===== src/rtl/lrc_pkg.sv =====
// ----------------------------------------------------------------------------
// lrc_pkg
// Shared constants and types of the reference-counted LRU cache.
// ----------------------------------------------------------------------------
package lrc_pkg;

   localparam int CAPACITY   = 16;
   localparam int SLOT_W     = $clog2(CAPACITY);
   localparam int CNT_W      = $clog2(CAPACITY + 1);
   localparam int KEY_W      = 32;
   localparam int USE_W      = 16;
   localparam int KEEP_W     = 5;
   localparam int STATUS_W   = 3;
   localparam int OP_W       = 2;
   localparam int HANDLE_W   = 4;
   localparam int SLOT_OUT_W = 4;
   localparam int EV_W       = 5;
   localparam logic [KEEP_W-1:0] KEEP_RESET = KEEP_W'(4);
   localparam logic [USE_W-1:0]  USE_MAX    = {USE_W{1'b1}};

   typedef enum logic [OP_W-1:0] {
      OP_LOOKUP  = 2'd0,
      OP_ADD     = 2'd1,
      OP_RELEASE = 2'd2,
      OP_UNUSED  = 2'd3
   } op_type;

   typedef enum logic [STATUS_W-1:0] {
      ST_HIT         = 3'd0,
      ST_INSERTED    = 3'd1,
      ST_LOAD_FAILED = 3'd2,
      ST_FULL        = 3'd3,
      ST_RELEASED    = 3'd4,
      ST_BAD_HANDLE  = 3'd5
   } status_type;

   typedef enum logic [1:0] {
      S_IDLE,
      S_SCAN,
      S_NEXT,
      S_DONE
   } state_type;

   // Kind of sweep that the sequencer runs over the table.
   typedef enum logic [2:0] {
      P_LOOKUP,
      P_HIT_ADJ,
      P_ADD_ADJ,
      P_COUNT,
      P_FIND,
      P_DROP
   } pass_type;

   typedef struct packed {
      logic [KEY_W-1:0]  key;
      logic              named;
      logic [USE_W-1:0]  use_cnt;
      logic [SLOT_W-1:0] rank;
   } entry_type;

   localparam int ENTRY_W = $bits(entry_type);

   typedef struct packed {
      logic              rd_en;
      logic [SLOT_W-1:0] raddr;
      logic              we;
      logic [SLOT_W-1:0] waddr;
      entry_type         wdata;
   } mem_req_type;

endpackage


===== src/rtl/lrc_ram.sv =====
// ----------------------------------------------------------------------------
// lrc_ram
// Simple dual-port synchronous RAM, one write and one registered read port.
// ----------------------------------------------------------------------------
module lrc_ram #(
   parameter int DEPTH = 16,
   parameter int WIDTH = 8
) (
   input  logic                     clock,
   input  logic                     rd_en,
   input  logic [$clog2(DEPTH)-1:0] raddr,
   input  logic                     we,
   input  logic [$clog2(DEPTH)-1:0] waddr,
   input  logic [WIDTH-1:0]         wdata,
   output logic [WIDTH-1:0]         rdata
);

   logic [WIDTH-1:0] mem [DEPTH];
   logic [WIDTH-1:0] rdata_ff;

   // Write port.
   always_ff @(posedge clock) begin
      if (we) begin
         mem[waddr] <= wdata;
      end
   end

   // Registered read port.
   always_ff @(posedge clock) begin
      if (rd_en) begin
         rdata_ff <= mem[raddr];
      end
   end

   assign rdata = rdata_ff;

endmodule


===== src/rtl/lrc_ctrl.sv =====
// ----------------------------------------------------------------------------
// lrc_ctrl
// Sequencer of the cache: sweeps the entry RAM one slot per cycle, reads,
// modifies and writes back entries, and holds the result register.
// ----------------------------------------------------------------------------
module lrc_ctrl import lrc_pkg::*; (
   input  logic                  clock,
   input  logic                  reset,
   input  logic                  req_valid,
   output logic                  req_ready,
   input  logic [OP_W-1:0]       req_opcode,
   input  logic [KEY_W-1:0]      req_key,
   input  logic                  req_load_ok,
   input  logic [HANDLE_W-1:0]   req_handle,
   output logic                  rsp_valid,
   input  logic                  rsp_ready,
   output logic [STATUS_W-1:0]   rsp_status,
   output logic [SLOT_OUT_W-1:0] rsp_slot,
   output logic [USE_W-1:0]      rsp_use_after,
   output logic [EV_W-1:0]       rsp_evicted,
   input  logic                  csr_we,
   input  logic [KEEP_W-1:0]     csr_wdata,
   output mem_req_type           mem_req,
   input  entry_type             mem_rdata
);

   state_type             state_ff, state_in;
   pass_type              pass_ff, pass_in;
   logic [CNT_W-1:0]      idx_ff, idx_in;
   logic [KEY_W-1:0]      key_ff, key_in;
   logic                  load_ok_ff, load_ok_in;
   logic [SLOT_W-1:0]     hslot_ff, hslot_in;
   logic [CAPACITY-1:0]   valid_ff, valid_in;
   logic [CNT_W-1:0]      total_ff, total_in;
   logic [KEEP_W-1:0]     keep_ff, keep_in;
   logic                  found_ff, found_in;
   logic [SLOT_W-1:0]     tgt_slot_ff, tgt_slot_in;
   logic [SLOT_W-1:0]     tgt_rank_ff, tgt_rank_in;
   logic [USE_W-1:0]      tgt_use_ff, tgt_use_in;
   logic [CNT_W-1:0]      unused_ff, unused_in;
   logic [CNT_W-1:0]      ev_ff, ev_in;
   status_type            res_status_ff, res_status_in;
   logic [SLOT_W-1:0]     res_slot_ff, res_slot_in;
   logic [USE_W-1:0]      res_use_ff, res_use_in;
   logic [CNT_W-1:0]      res_ev_ff, res_ev_in;
   logic                  rsp_valid_ff, rsp_valid_in;
   status_type            rsp_status_ff, rsp_status_in;
   logic [SLOT_W-1:0]     rsp_slot_ff, rsp_slot_in;
   logic [USE_W-1:0]      rsp_use_ff, rsp_use_in;
   logic [CNT_W-1:0]      rsp_ev_ff, rsp_ev_in;

   logic                  free_any;
   logic [SLOT_W-1:0]     free_slot;
   logic [SLOT_W-1:0]     proc_slot;
   logic                  proc_valid;
   logic [USE_W-1:0]      cnt_use;
   logic [CNT_W-1:0]      unused_now;

   // Lowest-numbered free slot.
   always_comb begin
      free_any  = 1'b0;
      free_slot = '0;
      for (int i = CAPACITY - 1; i >= 0; i--) begin
         if (!valid_ff[i]) begin
            free_any  = 1'b1;
            free_slot = SLOT_W'(i);
         end
      end
   end

   // Slot whose read data arrives in this cycle.
   assign proc_slot  = SLOT_W'(idx_ff - CNT_W'(1));
   assign proc_valid = valid_ff[proc_slot];

   // Next state, sweep processing and memory requests.
   always_comb begin
      state_in      = state_ff;
      pass_in       = pass_ff;
      idx_in        = idx_ff;
      key_in        = key_ff;
      load_ok_in    = load_ok_ff;
      hslot_in      = hslot_ff;
      valid_in      = valid_ff;
      total_in      = total_ff;
      keep_in       = keep_ff;
      found_in      = found_ff;
      tgt_slot_in   = tgt_slot_ff;
      tgt_rank_in   = tgt_rank_ff;
      tgt_use_in    = tgt_use_ff;
      unused_in     = unused_ff;
      ev_in         = ev_ff;
      res_status_in = res_status_ff;
      res_slot_in   = res_slot_ff;
      res_use_in    = res_use_ff;
      res_ev_in     = res_ev_ff;
      rsp_valid_in  = rsp_valid_ff && !rsp_ready;
      rsp_status_in = rsp_status_ff;
      rsp_slot_in   = rsp_slot_ff;
      rsp_use_in    = rsp_use_ff;
      rsp_ev_in     = rsp_ev_ff;
      mem_req       = '0;
      cnt_use       = '0;
      unused_now    = unused_ff;
      req_ready     = (state_ff == S_IDLE);

      if (csr_we) begin
         keep_in = csr_wdata;
      end

      case (state_ff)
         S_IDLE: begin
            if (req_valid) begin
               key_in      = req_key;
               load_ok_in  = req_load_ok;
               hslot_in    = SLOT_W'(req_handle);
               found_in    = 1'b0;
               idx_in      = '0;
               unused_in   = '0;
               ev_in       = '0;
               res_slot_in = '0;
               res_use_in  = '0;
               res_ev_in   = '0;
               case (req_opcode)
                  OP_LOOKUP: begin
                     pass_in  = P_LOOKUP;
                     state_in = S_SCAN;
                  end
                  OP_ADD: begin
                     if (!req_load_ok) begin
                        res_status_in = ST_LOAD_FAILED;
                        state_in      = S_DONE;
                     end else if (!free_any) begin
                        res_status_in = ST_FULL;
                        state_in      = S_DONE;
                     end else begin
                        pass_in  = P_ADD_ADJ;
                        state_in = S_SCAN;
                     end
                  end
                  OP_RELEASE: begin
                     if ((32'(req_handle) < CAPACITY) &&
                         valid_ff[SLOT_W'(req_handle)]) begin
                        pass_in  = P_COUNT;
                        state_in = S_SCAN;
                     end else begin
                        res_status_in = ST_BAD_HANDLE;
                        state_in      = S_DONE;
                     end
                  end
                  default: begin
                     res_status_in = ST_BAD_HANDLE;
                     state_in      = S_DONE;
                  end
               endcase
            end
         end

         S_SCAN: begin
            // Issue the read of the next slot.
            if (idx_ff < CNT_W'(CAPACITY)) begin
               mem_req.rd_en = 1'b1;
               mem_req.raddr = idx_ff[SLOT_W-1:0];
            end
            idx_in = idx_ff + CNT_W'(1);
            if (idx_ff == CNT_W'(CAPACITY)) begin
               idx_in   = '0;
               state_in = S_NEXT;
            end
            // Work on the slot whose data came back.
            if (idx_ff != '0 && proc_valid) begin
               mem_req.waddr = proc_slot;
               mem_req.wdata = mem_rdata;
               case (pass_ff)
                  P_LOOKUP: begin
                     if (mem_rdata.named && mem_rdata.key == key_ff && !found_ff) begin
                        found_in    = 1'b1;
                        tgt_slot_in = proc_slot;
                        tgt_rank_in = mem_rdata.rank;
                        tgt_use_in  = (mem_rdata.use_cnt == USE_MAX) ? USE_MAX :
                                      mem_rdata.use_cnt + USE_W'(1);
                     end
                  end
                  P_HIT_ADJ: begin
                     if (proc_slot == tgt_slot_ff) begin
                        mem_req.we            = 1'b1;
                        mem_req.wdata.use_cnt = tgt_use_ff;
                        mem_req.wdata.rank    = SLOT_W'(total_ff - CNT_W'(1));
                     end else if (mem_rdata.rank > tgt_rank_ff) begin
                        mem_req.we         = 1'b1;
                        mem_req.wdata.rank = mem_rdata.rank - SLOT_W'(1);
                     end
                  end
                  P_ADD_ADJ: begin
                     mem_req.we         = 1'b1;
                     mem_req.wdata.rank = mem_rdata.rank + SLOT_W'(1);
                  end
                  P_COUNT: begin
                     cnt_use = mem_rdata.use_cnt;
                     if (proc_slot == hslot_ff) begin
                        if (mem_rdata.use_cnt != '0) begin
                           cnt_use = mem_rdata.use_cnt - USE_W'(1);
                        end
                        mem_req.we            = 1'b1;
                        mem_req.wdata.use_cnt = cnt_use;
                        tgt_use_in            = cnt_use;
                     end
                     if (cnt_use == '0) begin
                        unused_in = unused_ff + CNT_W'(1);
                     end
                  end
                  P_FIND: begin
                     if (mem_rdata.use_cnt == '0 &&
                         (!found_ff || mem_rdata.rank < tgt_rank_ff)) begin
                        found_in    = 1'b1;
                        tgt_slot_in = proc_slot;
                        tgt_rank_in = mem_rdata.rank;
                     end
                  end
                  P_DROP: begin
                     if (proc_slot != tgt_slot_ff && mem_rdata.rank > tgt_rank_ff) begin
                        mem_req.we         = 1'b1;
                        mem_req.wdata.rank = mem_rdata.rank - SLOT_W'(1);
                     end
                  end
                  default: begin
                  end
               endcase
            end
         end

         S_NEXT: begin
            state_in = S_DONE;
            case (pass_ff)
               P_LOOKUP: begin
                  if (found_ff) begin
                     pass_in  = P_HIT_ADJ;
                     state_in = S_SCAN;
                  end else if (!load_ok_ff) begin
                     res_status_in = ST_LOAD_FAILED;
                  end else if (!free_any) begin
                     res_status_in = ST_FULL;
                  end else begin
                     mem_req.we            = 1'b1;
                     mem_req.waddr         = free_slot;
                     mem_req.wdata.key     = key_ff;
                     mem_req.wdata.named   = 1'b1;
                     mem_req.wdata.use_cnt = USE_W'(1);
                     mem_req.wdata.rank    = SLOT_W'(total_ff);
                     valid_in[free_slot]   = 1'b1;
                     total_in              = total_ff + CNT_W'(1);
                     res_status_in         = ST_INSERTED;
                     res_slot_in           = free_slot;
                     res_use_in            = USE_W'(1);
                  end
               end
               P_HIT_ADJ: begin
                  res_status_in = ST_HIT;
                  res_slot_in   = tgt_slot_ff;
                  res_use_in    = tgt_use_ff;
               end
               P_ADD_ADJ: begin
                  mem_req.we            = 1'b1;
                  mem_req.waddr         = free_slot;
                  mem_req.wdata.key     = '0;
                  mem_req.wdata.named   = 1'b0;
                  mem_req.wdata.use_cnt = USE_W'(1);
                  mem_req.wdata.rank    = '0;
                  valid_in[free_slot]   = 1'b1;
                  total_in              = total_ff + CNT_W'(1);
                  res_status_in         = ST_INSERTED;
                  res_slot_in           = free_slot;
                  res_use_in            = USE_W'(1);
               end
               P_FIND: begin
                  if (found_ff) begin
                     pass_in  = P_DROP;
                     state_in = S_SCAN;
                  end else begin
                     res_status_in = ST_RELEASED;
                     res_slot_in   = hslot_ff;
                     res_use_in    = tgt_use_ff;
                     res_ev_in     = ev_ff;
                  end
               end
               default: begin
                  // Count sweep or a finished drop: evict while too many unused.
                  if (pass_ff == P_DROP) begin
                     valid_in[tgt_slot_ff] = 1'b0;
                     total_in              = total_ff - CNT_W'(1);
                     unused_now            = unused_ff - CNT_W'(1);
                     ev_in                 = ev_ff + CNT_W'(1);
                     unused_in             = unused_now;
                  end
                  if (32'(unused_now) > 32'(keep_ff)) begin
                     found_in = 1'b0;
                     pass_in  = P_FIND;
                     state_in = S_SCAN;
                  end else begin
                     res_status_in = ST_RELEASED;
                     res_slot_in   = hslot_ff;
                     res_use_in    = tgt_use_ff;
                     res_ev_in     = ev_in;
                  end
               end
            endcase
         end

         S_DONE: begin
            // Hand the result over once the output register is free.
            if (!rsp_valid_ff || rsp_ready) begin
               rsp_valid_in  = 1'b1;
               rsp_status_in = res_status_ff;
               rsp_slot_in   = res_slot_ff;
               rsp_use_in    = res_use_ff;
               rsp_ev_in     = res_ev_ff;
               state_in      = S_IDLE;
            end
         end

         default: begin
            state_in = S_IDLE;
         end
      endcase
   end

   // Control registers.
   always_ff @(posedge clock) begin
      if (reset) begin
         state_ff     <= S_IDLE;
         valid_ff     <= '0;
         total_ff     <= '0;
         keep_ff      <= KEEP_RESET;
         rsp_valid_ff <= 1'b0;
      end else begin
         state_ff     <= state_in;
         valid_ff     <= valid_in;
         total_ff     <= total_in;
         keep_ff      <= keep_in;
         rsp_valid_ff <= rsp_valid_in;
      end
   end

   // Working and payload registers.
   always_ff @(posedge clock) begin
      pass_ff       <= pass_in;
      idx_ff        <= idx_in;
      key_ff        <= key_in;
      load_ok_ff    <= load_ok_in;
      hslot_ff      <= hslot_in;
      found_ff      <= found_in;
      tgt_slot_ff   <= tgt_slot_in;
      tgt_rank_ff   <= tgt_rank_in;
      tgt_use_ff    <= tgt_use_in;
      unused_ff     <= unused_in;
      ev_ff         <= ev_in;
      res_status_ff <= res_status_in;
      res_slot_ff   <= res_slot_in;
      res_use_ff    <= res_use_in;
      res_ev_ff     <= res_ev_in;
      rsp_status_ff <= rsp_status_in;
      rsp_slot_ff   <= rsp_slot_in;
      rsp_use_ff    <= rsp_use_in;
      rsp_ev_ff     <= rsp_ev_in;
   end

   assign rsp_valid     = rsp_valid_ff;
   assign rsp_status    = rsp_status_ff;
   assign rsp_slot      = SLOT_OUT_W'(rsp_slot_ff);
   assign rsp_use_after = rsp_use_ff;
   assign rsp_evicted   = EV_W'(rsp_ev_ff);

endmodule


===== src/rtl/refcounted_lru_entry_cache_core.sv =====
// ----------------------------------------------------------------------------
// refcounted_lru_entry_cache_core
// Reference-counted cache table of 16 entries kept in recency order.
// ----------------------------------------------------------------------------
// Usage:
//   Items enter on the req_ valid/ready channel (opcode, key, load_ok,
//   handle) and each gives exactly one result on the rsp_ channel (status,
//   slot, use_after, evicted). csr_we writes keep_unused; the user must
//   write it only while idle, as the block itself does not enforce this.
//   Entries live in a one-port-read, one-port-write RAM; the sequencer sweeps
//   it one slot per cycle, and each sweep ends in a decision state. An add
//   takes one sweep, a lookup one or two sweeps, a release one count sweep
//   plus two sweeps per evicted entry. A failed add, a bad handle and an
//   unused opcode finish without a sweep; a lookup that fails or finds the
//   table full still takes a sweep. One item is processed at a time; the
//   next item is taken once the result has moved to the output register,
//   even while that result still waits. Reset empties the table and sets
//   keep_unused to 4; RAM contents are left as they are, since valid bits
//   gate every read. A stalled receiver holds the result and, after one
//   more finished item, holds off new items.
// ----------------------------------------------------------------------------
module refcounted_lru_entry_cache_core import lrc_pkg::*; (
   input  logic                  clock,
   input  logic                  reset,
   input  logic                  req_valid,
   output logic                  req_ready,
   input  logic [OP_W-1:0]       req_opcode,
   input  logic [KEY_W-1:0]      req_key,
   input  logic                  req_load_ok,
   input  logic [HANDLE_W-1:0]   req_handle,
   output logic                  rsp_valid,
   input  logic                  rsp_ready,
   output logic [STATUS_W-1:0]   rsp_status,
   output logic [SLOT_OUT_W-1:0] rsp_slot,
   output logic [USE_W-1:0]      rsp_use_after,
   output logic [EV_W-1:0]       rsp_evicted,
   input  logic                  csr_we,
   input  logic [KEEP_W-1:0]     csr_wdata
);

   mem_req_type mem_req;
   entry_type   mem_rdata;
   logic [ENTRY_W-1:0] ram_rdata;

   // Entry storage.
   lrc_ram #(
      .DEPTH(CAPACITY),
      .WIDTH(ENTRY_W)
   ) u_ram (
      .clock (clock),
      .rd_en (mem_req.rd_en),
      .raddr (mem_req.raddr),
      .we    (mem_req.we),
      .waddr (mem_req.waddr),
      .wdata (mem_req.wdata),
      .rdata (ram_rdata)
   );

   assign mem_rdata = entry_type'(ram_rdata);

   // Sweep sequencer and result register.
   lrc_ctrl u_ctrl (
      .clock         (clock),
      .reset         (reset),
      .req_valid     (req_valid),
      .req_ready     (req_ready),
      .req_opcode    (req_opcode),
      .req_key       (req_key),
      .req_load_ok   (req_load_ok),
      .req_handle    (req_handle),
      .rsp_valid     (rsp_valid),
      .rsp_ready     (rsp_ready),
      .rsp_status    (rsp_status),
      .rsp_slot      (rsp_slot),
      .rsp_use_after (rsp_use_after),
      .rsp_evicted   (rsp_evicted),
      .csr_we        (csr_we),
      .csr_wdata     (csr_wdata),
      .mem_req       (mem_req),
      .mem_rdata     (mem_rdata)
   );

endmodule


===== config.mk =====
export PLATFORM = sky130hd
export DESIGN_NAME = refcounted_lru_entry_cache_core
export DESIGN_NICKNAME = d
export VERILOG_FILES = /design/src/rtl/lrc_pkg.sv /design/src/rtl/lrc_ram.sv /design/src/rtl/lrc_ctrl.sv /design/src/rtl/refcounted_lru_entry_cache_core.sv
export SDC_FILE = /design/constraint.sdc
export NUM_CORES = 2
export LEC_CHECK = 0
export ABC_AREA = 0
export BUFFER_PORTS_ARGS = -buffer_cell sky130_fd_sc_hd__clkbuf_2
export CAP_MARGIN = 0
export CORE_MARGIN = 1.5
export CORE_UTILIZATION = 60
export CTS_BUF_LIST = sky130_fd_sc_hd__clkbuf_4 sky130_fd_sc_hd__clkbuf_8
export CTS_CLUSTER_DIAMETER = 100
export CTS_CLUSTER_SIZE = 12
export DETAILED_ROUTE_END_ITERATION = 10
export PLACE_DENSITY = 0.77
export SYNTH_ARGS = -nofsm -noshare
export SYNTH_HDL_FRONTEND = slang
export SYNTH_HIERARCHICAL = 1
export SYNTH_SLANG_ARGS = --single-unit

===== constraint.sdc =====
create_clock -name clock -period 10 [get_ports clock]
set_clock_uncertainty 0.2 [all_clocks]
set_input_delay 0.5 -clock clock [delete_from_list [all_inputs] [get_ports clock]]
set_output_delay 0.5 -clock clock [all_outputs]
set_load 0.03 [all_outputs]

======== Word-level counts from Yosys, hierarchy flattened ========
Memories as Yosys holds them, arrays and structs flattened. A register that Yosys moved wholly into a read port is not among the register bits.
Index checks and enable logic that the tools add are counted.
word-level totals
  RAM bits ................................ 848
  bits in registers ....................... 165
  latch bits .............................. 0
  memories ................................ 1
  output and inout port bits .............. 30
  ROM bits ................................ 0
memory list
  name       depth  width  rd ports  clocked after memory_dff  write ports  line           source
  u_ram.mem  16     53     1         1                         1            lrc_ram.sv:18  logic [WIDTH-1:0] mem [DEPTH];
operators by class
  $add $sub $neg .......................... 11
  multiplexer cells ....................... 162
  eq/ne operators ......................... 51
  bitwise logic cells ..................... 4
  div/mod/pow operators ................... 0
  $mul .................................... 0
  reduce and logical (&&, ||, !) cells .... 45
  $lt $le $gt $ge ......................... 10
  shifts and indexed selects .............. 0
operator list
  operator                                                    count
  two-way mux 16 bit                                          19
  two-way mux 58 bit                                          4
  one-hot mux 58 bit (2 select lines)                         2
  two-way mux 4 bit                                           29
  one-hot mux 16 bit (2 select lines)                         3
  two-way mux 5 bit                                           18
  one-hot mux 16 bit (4 select lines)                         1
  one-hot mux 16 bit (3 select lines)                         1
  two-way mux 3 bit                                           15
  one-hot mux 5 bit (2 select lines)                          4
  two-way mux 1 bit                                           34
  equality test 32 bit                                        1
  logical NOT 16 bit                                          2
  one-hot mux 5 bit (3 select lines)                          2
  one-hot mux 3 bit (3 select lines)                          3
  != test 3 x 2 -> 1 bit, second input constant               8
  one-hot mux 4 bit (2 select lines)                          3
  adder 5 x 1 -> 5 bit, second input constant                 4
  less-than comparator 4 x 5 -> 1 bit, second input constant  4
  != test 2 x 1 -> 1 bit, second input constant               10
  two-way mux 2 bit                                           9
  != test 3 bit, second input constant                        6
  adder 16 x 1 -> 16 bit, second input constant               1
  bitwise AND 16 bit                                          1
  other kinds (57)                                            99

======== Longest topological paths before layout ========
  depth in word-level cells ............... 25
  mapped depth ............................ 15
  gate-level depth less buffers ........... 13

======== By module ========
The synthesis kept the hierarchy.
by module, submodules not included
  module    instances  cells an instance  area each (sq um)  sequential area each (sq um)
  lrc_ram   1          1370               33342.0            27055.9
  lrc_ctrl  1          978                9957.0             4644.5

======== Worst setup path after synthesis ========
No wires, ideal clock.
  path type ............................... register to register
  start ................................... register u_ctrl.idx_ff[0]
  end ..................................... memory u_ram/mem[0][0] (netlist bit) (enable)
  path slack .............................. 2.574 ns
  required time ........................... 9.271 ns
  path buffers ............................ 3
  cell stages (with the launch flop) ...... 13
  arrival ................................. 6.697 ns
  path through ............................ edfxtp_1 -> buf_6 -> inv_1 -> ha_1 -> buf_2 -> mux4_2 -> mux2_4 -> o221a_4 -> nand3_1 -> buf_2 -> o22ai_1 -> or3b_2 -> nor3_1
RTL lines
  item                    line             source
  start, declared         lrc_ctrl.sv:29   logic [CNT_W-1:0] idx_ff, idx_in;
  start signal, assigned  lrc_ctrl.sv:346  idx_ff <= idx_in;
  end, declared           lrc_ram.sv:18

==> flow_summary.json <==
{
  "cts_resized": 0,
  "worst-r2r-setup-slack_ps": 3640,
  "portBuffers": 78,
  "pre_cts_ws_ps": 3690,
  "viasPerCell": 6.57,
  "die-width_um": 272,
  "cts_buffer_depth": 3,
  "worstSetupPathType": "flop to flop",
  "end_kind": "flop",
  "dpl.hpwl_mm": 52.8,
  "critical_path_depth": 10,
  "ys_async_sr_fraction_pct": 0,
  "syn-instance-count": 2348,
  "ir_worst_vdd_mv": 0.184,
  "synth_flop_cell": "edfxtp_1",
  "coreArea_um2": 71500,
  "rsz0062_at_grt": "no",
  "hold_class": "input pin to flop",
  "top_usage_layer": "met2",
  "grt_use_met2_pct": 42.0,
  "grt_use_total_pct": 25.3,
  "synth-seq-cells": 1065,
  "grt_pass1_wl_mm": 141,
  "critPathSlowestCell": "o22ai_1",
  "overflow": 0,
  "worstSkewPairLatency_ps": 740,
  "placed_area_um2": 44600,
  "clkTransAtPathRegs_ps": 90,
  "die_y_um": 272,
  "post-route-min-period_ps": 6360,
  "netlist.area_leader.share_pct": 71.9,
  "synth_fp_nets": 2426,
  "utilization_pct": 65.4,
  "synth_common_cells": "edfxtp_1, mux4_2, nand2_1, a22oi_1, nor2_1",
  "wl_mm": 92.2,
  "synth-warning-count": 6,
  "cts.sinks": 1065,
  "path_cells": "inv_1 > ha_1 > mux4_2 > mux2_4 > o221a_4 > nand3_1 > o22ai_1 > nand2_1 > nor2_4 > buf_4",
  "pin_count": 79,
  "postCtsSetupBuffers": 0,
  "syn2layout_area_growth_pct": 7.91,
  "synth-seq-area-share_pct": 73.2,
  "postCtsHoldBufs": 49,
  "wl_per_cell_um": 26.7,
  "synth-edff-count": 1037,
  "fmax_ghz": 0.157,
  "num_rows": 98,
  "antenna_found_initial": 1,
  "path_delay_family": "simple AND/OR/NAND/NOR gates",
  "syn_area_um2": 43300,
  "drt-initial-drc-count": 2468,
  "yosysTopAreaCell": "edfxtp_1",
  "cts_tree": "built",
  "period_share_pct": 63.6,
  "grt_pass1_vias": 23377,
  "route.vias.total": 22676,
  "stdcell_area_um2": 46700,
  "met1_usage_pct": 35.6,
  "crit_buf_inv": 2,
  "setup_ws_ps": 3640,
  "cp-startpoint": "u_ctrl/idx_ff[0]$_SDFFCE_PP0P_",
  "fin_nets": 2553,
  "drt_pass1_iterations": 6,
  "ys_top_cells_by_area": "edfxtp_1, mux4_2, a22oi_1",
  "status": "finished, final reports clean",
  "drtAntennaViolNets": 0,
  "cp.arrival_ps": 6510,
  "final_max_slew_viol_count": 0,
  "critical_path.startpoint_type": "flop",
  "hold_viol_final": 0,
  "cts-buffers-inserted": 99,
  "power_density_nw_per_um2": 216,
  "cp_max_fo": 30,
  "fin_cells": 3449,
  "required_ps": 10150,
  "ys_types": 83,
  "final.setup.tns_ps": 0,
  "setup_viol": 0,
  "grt_use_met3_pct": 3.60,
  "route.detailed.drc": 0,
  "start_util_pct": 60.6,
  "p_leak_uw": 0.0138,
  "grt_max_degree": 159,
  "die_area_um2": 73800,
  "slew_headroom_pct": 11.7,
  "cap_viol_max_count": 0,
  "crit_end": "u_ram/mem[11][9]$_DFFE_PP_",
  "postSynthAreaPerCell_um2": 18.4,
  "drive_above_1_share_pct": 20.5,
  "htreeDepth": 3,
  "r2r_cells": 10,
  "worst_pin_slew_ps": 1320,
  "globalplace.congestion": 0.944,
  "clockRootBuffer": "clkbuf_8",
  "dpl.cell_count": 3275,
  "r2r-start": "u_ctrl/idx_ff[0]$_SDFFCE_PP0P_",
  "regToRegEndpoint": "u_ram/mem[11][9]$_DFFE_PP_",
  "synth_most_common_cell": "edfxtp_1",
  "critPathMaxStageDelay_ps": 960
}
==> logic make-up (layout without fill, tap and decap cells) <==
kind of cell               count (synthesis)  after routing  share of synthesized area, %
xor gates and xnor gates                  74             74                          1.58
adders and majority gates                 29             29                         0.838
muxes                                    232            232                          11.8
AOI/OAI and AO/OA                        359            359                          5.87
buffers and inverters                    174            324                          1.94
DFF                                     1065           1065                          73.2
other                                      0              1                             0
and+or+nand+nor                          415            415                          4.78
==> flip-flops by register name, indices dropped and copies added, names as in the netlist, 4 cells and up <==
| register | cells |
|---|---|
| u_ctrl/ev_ff | 5 |
| u_ctrl/hslot_ff | 4 |
| u_ctrl/idx_ff | 5 |
| u_ctrl/keep_ff | 5 |
| u_ctrl/key_ff | 32 |
| u_ctrl/res_ev_ff | 5 |
| u_ctrl/res_slot_ff | 4 |
| u_ctrl/res_use_ff | 16 |
| u_ctrl/rsp_evicted | 5 |
| u_ctrl/rsp_slot | 4 |
| u_ctrl/rsp_use_after | 16 |
| u_ctrl/tgt_rank_ff | 4 |
| u_ctrl/tgt_slot_ff | 4 |
| u_ctrl/tgt_use_ff | 16 |
| u_ctrl/total_ff | 4 |
| u_ctrl/unused_ff | 5 |
| u_ctrl/valid_ff | 16 |
| u_ram/mem | 848 |
| u_ram/rdata | 53 |
==> area by class of cell <==
class,instances,area [um^2]
Tap cell,950,1190
Timing Repair Buffer,162,1180
Clock buffer,116,1500
Multi-Input combinational cell,1109,10900
Fill cell,4661,24800
Inverter,38,143
Clock inverter,8,93.8
Antenna cell,1,2.50
Sequential cell,1065,31700
==> cell usage in the layout (no fill, tap or decap), drive strengths merged, types with 15 or more instances in the layout <==
master       instances
ha                  29
o21ai               61
nand4               22
xnor2               47
o22ai               15
inv                 44
nand3               30
mux4               221
dfxtp               28
edfxtp            1037
nor2                98
dlygate4sd3         49
nand2              136
a21oi               42
clkbuf             194
nor3                32
buf                 35
xor2                25
a22o                35
and3                24
a22oi              118
==> worst register-to-register path, cell delays in order (launching register included) <==
cell	delay, ps
edfxtp_1	760
inv_1	230
ha_1	510
mux4_2	390
mux2_4	150
o221a_4	210
nand3_1	630
o22ai_1	960
nand2_1	440
nor2_4	830
buf_4	640
==> worst min path at each step <==
stage,slack [ps],cells past startpoint,startpoint,endpoint
2_1_floorplan,200,0,u_ctrl/res_ev_ff[0]$_SDFFCE_PN0P_,u_ctrl/rsp_evicted[0]$_DFFE_PP_
3_3_place_gp,200,0,u_ctrl/res_slot_ff[0]$_SDFFCE_PN0P_,u_ctrl/rsp_slot[0]$_DFFE_PP_
3_5_place_dp,210,0,u_ctrl/res_use_ff[1]$_SDFFCE_PP0P_,u_ctrl/rsp_use_after[1]$_DFFE_PP_
4_1_cts,1,2,reset,u_ctrl/total_ff[0]$_SDFFE_PP0P_
5_1_grt,30,2,reset,u_ctrl/total_ff[1]$_SDFFE_PP0P_
6_report,50,2,reset,u_ctrl/total_ff[0]$_SDFFE_PP0P_
==> routing by layer <==
layer / part of all wire, % / vias up
li1: - / 9766
met1: 39 / 11748
met2: 50 / 996
met3: 7.5 / 166
met4: 2.5 / 0
met5: 0 / -
==> power breakdown <==
part / total [uW] / internal, uW / switching (uW)
combinational: 2150 / 847 / 1310
clock: 2340 / 977 / 1370
sequential: 5610 / 5330 / 279
==> stage by stage <==
step                hold slack [ps]  power, uW
finish                         47.3      10100
detailed placement              205       7830
CTS                            1.31      10200
global placement                203       7750
global route                   30.6      10500
floorplan                       200       7200
No activity file was read; power rests on OpenSTA's default activity.
